==> config.mk <==
export PLATFORM = sky130hd
export DESIGN_NAME = utf8_stream_decoder_unit
export DESIGN_NICKNAME = d
export VERILOG_FILES = /design/src/sv/utf8d_pkg.sv /design/src/sv/utf8d_step.sv /design/src/sv/utf8d_out_buf.sv /design/src/sv/utf8_stream_decoder_unit.sv
export SDC_FILE = /design/constraint.sdc
export NUM_CORES = 1
export LEC_CHECK = 0
export CAP_MARGIN = 30
export CELL_PAD_IN_SITES_DETAIL_PLACEMENT = 1
export CELL_PAD_IN_SITES_GLOBAL_PLACEMENT = 2
export CORE_AREA = 2 2 97 99
export CTS_CLUSTER_DIAMETER = 50
export DETAILED_ROUTE_END_ITERATION = 16
export DIE_AREA = 0 0 99 101
export DONT_BUFFER_PORTS = 1
export HOLD_SLACK_MARGIN = 0.02
export PLACE_DENSITY = 0.86
export SLEW_MARGIN = 20
export SYNTH_ARGS = -nofsm -noshare
export SYNTH_HDL_FRONTEND = slang
export SYNTH_HIERARCHICAL = 1
export SYNTH_SLANG_ARGS = --single-unit
==> constraint.sdc <==
create_clock -name clock -period 10.25 [get_ports clock]
set_clock_uncertainty 0.1 [all_clocks]
set_input_delay 0.5125 -clock clock [delete_from_list [all_inputs] [get_ports clock]]
set_output_delay 0.5125 -clock clock [all_outputs]
set_load 0.02 [all_outputs]
==> src/sv/utf8d_pkg.sv <==
`timescale 1ns / 1ps
// ----------------------------------------------------------------------------
// utf8d_pkg
// Shared types and constants for the UTF-8 stream decoder.
// ----------------------------------------------------------------------------
package utf8d_pkg;

   localparam int CP_W = 21;

   localparam logic [CP_W-1:0] REPL_CHAR    = 21'h00FFFD;
   localparam logic [CP_W-1:0] MIN_TWO      = 21'h000080;
   localparam logic [CP_W-1:0] MIN_THREE    = 21'h000800;
   localparam logic [CP_W-1:0] MIN_FOUR     = 21'h010000;
   localparam logic [CP_W-1:0] SURR_LO      = 21'h00D800;
   localparam logic [CP_W-1:0] SURR_HI      = 21'h00DFFF;
   localparam logic [CP_W-1:0] MAX_SCALAR   = 21'h10FFFF;

   localparam logic [1:0] CONT_TAG   = 2'b10;
   localparam logic [2:0] LEAD2_TAG  = 3'b110;
   localparam logic [3:0] LEAD3_TAG  = 4'b1110;
   localparam logic [4:0] LEAD4_TAG  = 5'b11110;

   localparam logic [1:0] LEN_NONE  = 2'd0;
   localparam logic [1:0] LEN_ONE   = 2'd1;
   localparam logic [1:0] LEN_TWO   = 2'd2;
   localparam logic [1:0] LEN_THREE = 2'd3;

   typedef struct packed {
      logic [CP_W-1:0] partial_value;
      logic [1:0]      bytes_still_needed;
      logic [1:0]      sequence_length;
      logic            seen_bad_byte;
   } state_type;

   typedef struct packed {
      logic [CP_W-1:0] code_point;
      logic            replaced;
      logic            out_last;
   } result_type;

endpackage

==> src/sv/utf8d_step.sv <==
`timescale 1ns / 1ps
// ----------------------------------------------------------------------------
// utf8d_step
// Next-state and result logic for one input byte.
// ----------------------------------------------------------------------------
module utf8d_step (
   input  utf8d_pkg::state_type  state_cur,
   input  logic [7:0]            in_byte,
   input  logic                  in_last,
   output utf8d_pkg::state_type  state_nxt,
   output logic                  res_valid,
   output utf8d_pkg::result_type res
);
   import utf8d_pkg::*;

   logic            is_idle;
   logic            is_ascii;
   logic            is_lead2;
   logic            is_lead3;
   logic            is_lead4;
   logic            not_cont;
   logic            bad_acc;
   logic [CP_W-1:0] shifted;
   logic [1:0]      need_dec;
   logic            val_bad;
   state_type       idle_state;

   assign is_idle  = (state_cur.bytes_still_needed == LEN_NONE);
   assign is_ascii = ~in_byte[7];
   assign is_lead2 = (in_byte[7:5] == LEAD2_TAG);
   assign is_lead3 = (in_byte[7:4] == LEAD3_TAG);
   assign is_lead4 = (in_byte[7:3] == LEAD4_TAG);
   assign not_cont = (in_byte[7:6] != CONT_TAG);
   assign bad_acc  = state_cur.seen_bad_byte | not_cont;
   assign shifted  = {state_cur.partial_value[CP_W-7:0], in_byte[5:0]};
   assign need_dec = state_cur.bytes_still_needed - 2'd1;

   assign idle_state = '{partial_value: '0, bytes_still_needed: LEN_NONE,
                         sequence_length: LEN_NONE, seen_bad_byte: 1'b0};

   // range check on the completed value, by sequence length
   always_comb begin
      case (state_cur.sequence_length)
         LEN_ONE:   val_bad = (shifted < MIN_TWO);
         LEN_TWO:   val_bad = (shifted < MIN_THREE) ||
                              ((shifted >= SURR_LO) && (shifted <= SURR_HI));
         LEN_THREE: val_bad = (shifted < MIN_FOUR) || (shifted > MAX_SCALAR);
         default:   val_bad = 1'b1;
      endcase
   end

   always_comb begin
      state_nxt      = idle_state;
      res_valid      = 1'b0;
      res.code_point = REPL_CHAR;
      res.replaced   = 1'b1;
      res.out_last   = in_last;
      if (is_idle) begin
         if (is_ascii) begin
            res_valid      = 1'b1;
            res.code_point = {{(CP_W-8){1'b0}}, in_byte};
            res.replaced   = 1'b0;
         end else if (is_lead2 || is_lead3 || is_lead4) begin
            if (in_last) begin
               res_valid = 1'b1;
            end else begin
               state_nxt.seen_bad_byte = 1'b0;
               if (is_lead2) begin
                  state_nxt.partial_value      = {{(CP_W-5){1'b0}}, in_byte[4:0]};
                  state_nxt.bytes_still_needed = LEN_ONE;
                  state_nxt.sequence_length    = LEN_ONE;
               end else if (is_lead3) begin
                  state_nxt.partial_value      = {{(CP_W-4){1'b0}}, in_byte[3:0]};
                  state_nxt.bytes_still_needed = LEN_TWO;
                  state_nxt.sequence_length    = LEN_TWO;
               end else begin
                  state_nxt.partial_value      = {{(CP_W-3){1'b0}}, in_byte[2:0]};
                  state_nxt.bytes_still_needed = LEN_THREE;
                  state_nxt.sequence_length    = LEN_THREE;
               end
            end
         end else begin
            // stray continuation or F8-FF
            res_valid = 1'b1;
         end
      end else if (need_dec != LEN_NONE) begin
         if (in_last) begin
            // truncated sequence: one replacement, partial dropped
            res_valid = 1'b1;
         end else begin
            state_nxt.partial_value      = shifted;
            state_nxt.bytes_still_needed = need_dec;
            state_nxt.sequence_length    = state_cur.sequence_length;
            state_nxt.seen_bad_byte      = bad_acc;
         end
      end else begin
         res_valid = 1'b1;
         if (!(bad_acc || val_bad)) begin
            res.code_point = shifted;
            res.replaced   = 1'b0;
         end
      end
   end

endmodule

==> src/sv/utf8d_out_buf.sv <==
`timescale 1ns / 1ps
// ----------------------------------------------------------------------------
// utf8d_out_buf
// Result register with a skid stage; decouples the input ready from the
// downstream ready.
// ----------------------------------------------------------------------------
module utf8d_out_buf (
   input  logic                  clock,
   input  logic                  reset,
   input  logic                  push,
   input  utf8d_pkg::result_type push_data,
   output logic                  can_push,
   output logic                  out_valid,
   input  logic                  out_ready,
   output utf8d_pkg::result_type out_data
);
   import utf8d_pkg::*;

   logic       main_valid_ff;
   logic       main_valid_in;
   result_type main_data_ff;
   result_type main_data_in;
   logic       skid_valid_ff;
   logic       skid_valid_in;
   result_type skid_data_ff;
   result_type skid_data_in;

   assign can_push  = ~skid_valid_ff;
   assign out_valid = main_valid_ff;
   assign out_data  = main_data_ff;

   always_comb begin
      main_valid_in = main_valid_ff;
      main_data_in  = main_data_ff;
      skid_valid_in = skid_valid_ff;
      skid_data_in  = skid_data_ff;
      if (skid_valid_ff) begin
         if (out_ready) begin
            main_data_in  = skid_data_ff;
            skid_valid_in = 1'b0;
         end
      end else if (push) begin
         if (!main_valid_ff || out_ready) begin
            main_valid_in = 1'b1;
            main_data_in  = push_data;
         end else begin
            skid_valid_in = 1'b1;
            skid_data_in  = push_data;
         end
      end else if (out_ready) begin
         main_valid_in = 1'b0;
      end
   end

   always_ff @(posedge clock) begin
      if (reset) begin
         main_valid_ff <= 1'b0;
         skid_valid_ff <= 1'b0;
      end else begin
         main_valid_ff <= main_valid_in;
         skid_valid_ff <= skid_valid_in;
      end
      main_data_ff <= main_data_in;
      skid_data_ff <= skid_data_in;
   end

endmodule

==> src/sv/utf8_stream_decoder_unit.sv <==
`timescale 1ns / 1ps
// ----------------------------------------------------------------------------
// utf8_stream_decoder_unit
// UTF-8 byte stream to code point decoder, one byte per word.
// ----------------------------------------------------------------------------
// Results are registered (result register, or skid stage while rsp_ stalls).
// Throughput: one byte per cycle while req_ready is high; the decode step is
//   a single pass from the sequence state registers to the result register.
// req_ready drops only when the result register and its skid stage are full.
// Reset: synchronous; returns to idle with both result stages empty.
// ----------------------------------------------------------------------------
module utf8_stream_decoder_unit (
   input  logic                         clock,
   input  logic                         reset,
   input  logic                         req_valid,
   output logic                         req_ready,
   input  logic [7:0]                   req_in_byte,
   input  logic                         req_in_last,
   output logic                         rsp_valid,
   input  logic                         rsp_ready,
   output logic [utf8d_pkg::CP_W-1:0]   rsp_code_point,
   output logic                         rsp_replaced,
   output logic                         rsp_out_last
);
   import utf8d_pkg::*;

   state_type  seq_ff;
   state_type  seq_in;
   state_type  step_state;
   logic       step_valid;
   result_type step_res;
   logic       accept;
   result_type out_res;

   assign accept = req_valid & req_ready;

   utf8d_step u_step (
      .state_cur (seq_ff),
      .in_byte   (req_in_byte),
      .in_last   (req_in_last),
      .state_nxt (step_state),
      .res_valid (step_valid),
      .res       (step_res)
   );

   assign seq_in = accept ? step_state : seq_ff;

   always_ff @(posedge clock) begin
      if (reset) begin
         seq_ff <= '0;
      end else begin
         seq_ff <= seq_in;
      end
   end

   utf8d_out_buf u_out (
      .clock     (clock),
      .reset     (reset),
      .push      (accept & step_valid),
      .push_data (step_res),
      .can_push  (req_ready),
      .out_valid (rsp_valid),
      .out_ready (rsp_ready),
      .out_data  (out_res)
   );

   assign rsp_code_point = out_res.code_point;
   assign rsp_replaced   = out_res.replaced;
   assign rsp_out_last   = out_res.out_last;

endmodule
==> impl_metrics.csv <==
group,metric,value,unit
status,outcome,"finished clean",
routing,drt-initial-drc-count,83,
global_routing,grt_pass1_wl,11.6,mm
global_routing,met1_usage,21.7,%
routing,vias_per_cell,5.31,
global_routing,grt_usage,14.9,%
synthesis,netlist_area,3400,um2
power,clkPwrFrac,39.9,%
place,dp_slack,7.36,ns
timing,slew_violations,0,
layout,antenna_cells,0,
critical_path,cp.required,10.18,ns
routing,firstDrtPassIters,4,
floorplanning,fp.dieW,99,um
power,seqPwrFrac,54.2,%
power,ir_drop,0.0000495,V
critical_path,cp-start-kind,"register",
synthesis,synth_nets,296,
layout,drive_gt1_share,25.5,%
clocking,insertion_delay,0.33,ns
clocking,postCtsResizedCells,0,
timing,setup_viol,0,
floorplanning,ios,38,
timing,fmax,0.344,GHz
clocking,cts_max_level,3,
layout,nets,288,
timing,fin_crit,2.91,ns
clocking,clock_sinks,68,
power,cellPowerDensity,164,nW/um2
critical_path,crit_type,"reg -> reg",
critical_path,crit_path_end_kind,"register",
power,p_int,458,uW
timing,whs,0.134,ns
critical_path,arrival,2.84,ns
place,dp_hpwl,4.82,mm
layout,final_cell_mix,"edfxtp_1, nand3_1, dfxtp_1",
global_routing,grt.overflow.total,0,
power,switching_share,22.9,%
clocking,root_buffer,"clkbuf_8",
clocking,ctsHoldBuffers,0,
floorplanning,die-height,101,um
global_routing,grt_use_met3,3.12,%
global_routing,top_usage_layer,"met1",
layout,fillers,950,
routing,via_count,2065,
clocking,cts_tree,"yes",
routing,drt.antenna.violating_nets,0,
routing,drc_errors,0,
clocking,cts_buffer_depth,2,
timing,worstMarginPinSlew,0.790,ns
floorplanning,die_area,10000,um2
layout,seq_area,1820,um2
routing,wirelength,6.94,mm
timing,fin_crit_sh,28.4,%
synthesis,postSynthAreaPerCell,12.1,um2
clocking,cts_setup_buffers,0,
synthesis,netlist_instances,281,
timing,slew_headroom,47.3,%
layout,syn_to_final_growth,6.14,%
power,p_leak,1.18,nW
power,comb_power_share,5.9,%
layout,multi_input_area,1380,um2
place,gp_congestion,0.748,
global_routing,grt_pass1_vias,2168,
floorplanning,rows,35,
synthesis,yosys_warnings,6,
floorplanning,core-area,8980,um2
critical_path,crit_fanout,43,
clocking,clkSlewWorstSetupHoldPaths,0.07,ns
run,cap_violations,0,
routing,wl_per_cell,17.8,um
global_routing,grt_max_degree,44,
floorplanning,start_util,37.9,%
power,power.switching,136,uW
global_routing,antenna_found_initial,0,
clocking,cts_buffers,9,
timing,setup_slack,7.34,ns
layout,final_common_cell,"edfxtp_1",
global_routing,gr-usage-met2,21.6,%
timing,rsz0062_at_grt,"false",
timing,finalHoldViolations,0,
place,io_buffers,0,
worst_hold_path,hold_class,"in -> reg",
timing,setup_tns,0,ns
path summary, 6_finish.rpt:
path | from | end | slack (ns) | cells after the start
worst max-delay path | u_out/skid_valid_ff | u_out/skid_data_ff[12] | 7.34 | 6
worst min-delay path | rsp_ready | u_out/skid_valid_ff | 0.13 | 1
worst max register to register | u_out/skid_valid_ff | u_out/skid_data_ff[12] | 7.34 | 6
worst min register to register | u_out/skid_data_ff[9] | u_out/out_data[9] | 0.45 | 1
critical path: stages (launching register included):
cell	delay (ns)
dfxtp_1	0.30
buf_4	0.25
inv_2	0.62
and3_1	0.33
nand2_1	0.11
nor3_2	0.51
buf_4	0.35
sequential cells by signal, indices dropped and copies added, names as in the netlist:
register             count
u_out/out_data          23
u_out/out_valid          1
seq_ff                  20
u_out/skid_valid_ff      1
u_out/skid_data_ff      23
power by group through the flow:
| stage | Sequential (mW) | Clock (mW) | Combinational (mW) |
|---|---|---|---|
| CTS | 0.322 | 0.243 | 0.0342 |
| finish | 0.322 | 0.237 | 0.0349 |
| floorplan | 0.327 | 0 | 0.0337 |
| detailed placement | 0.329 | 0 | 0.0340 |
| global route | 0.323 | 0.256 | 0.0385 |
| global placement | 0.329 | 0 | 0.0327 |
layer usage:
metal	up-vias	wire length, um
met4	0	101
met3	11	188
met2	28	3060
met1	1014	3590
met5	-	0
li1	1012	-
layout make-up:
class	instances	area share (%)
clock buffer	11	3.64
clock inverter	5	2.15
inverter	7	0.728
multi-input combinational	183	38.2
sequential	68	50.5
tap	111	3.85
timing repair buffer	4	0.936
metrics by stage:
| step | cells | util, % | instance area (um2) | power [mW] |
|---|---|---|---|---|
| after global routing | 389 | 40.2 | 3610 | 0.618 |
| after floorplan | 281 | - | 3400 | 0.360 |
| final | 389 | 40.2 | 3610 | 0.594 |
| after global placement | 372 | 37.8 | 3390 | 0.361 |
| after detailed placement | 372 | 37.8 | 3390 | 0.363 |
| after CTS | 388 | 40.1 | 3600 | 0.599 |
Note: power is estimated with default switching activity, not from simulation.
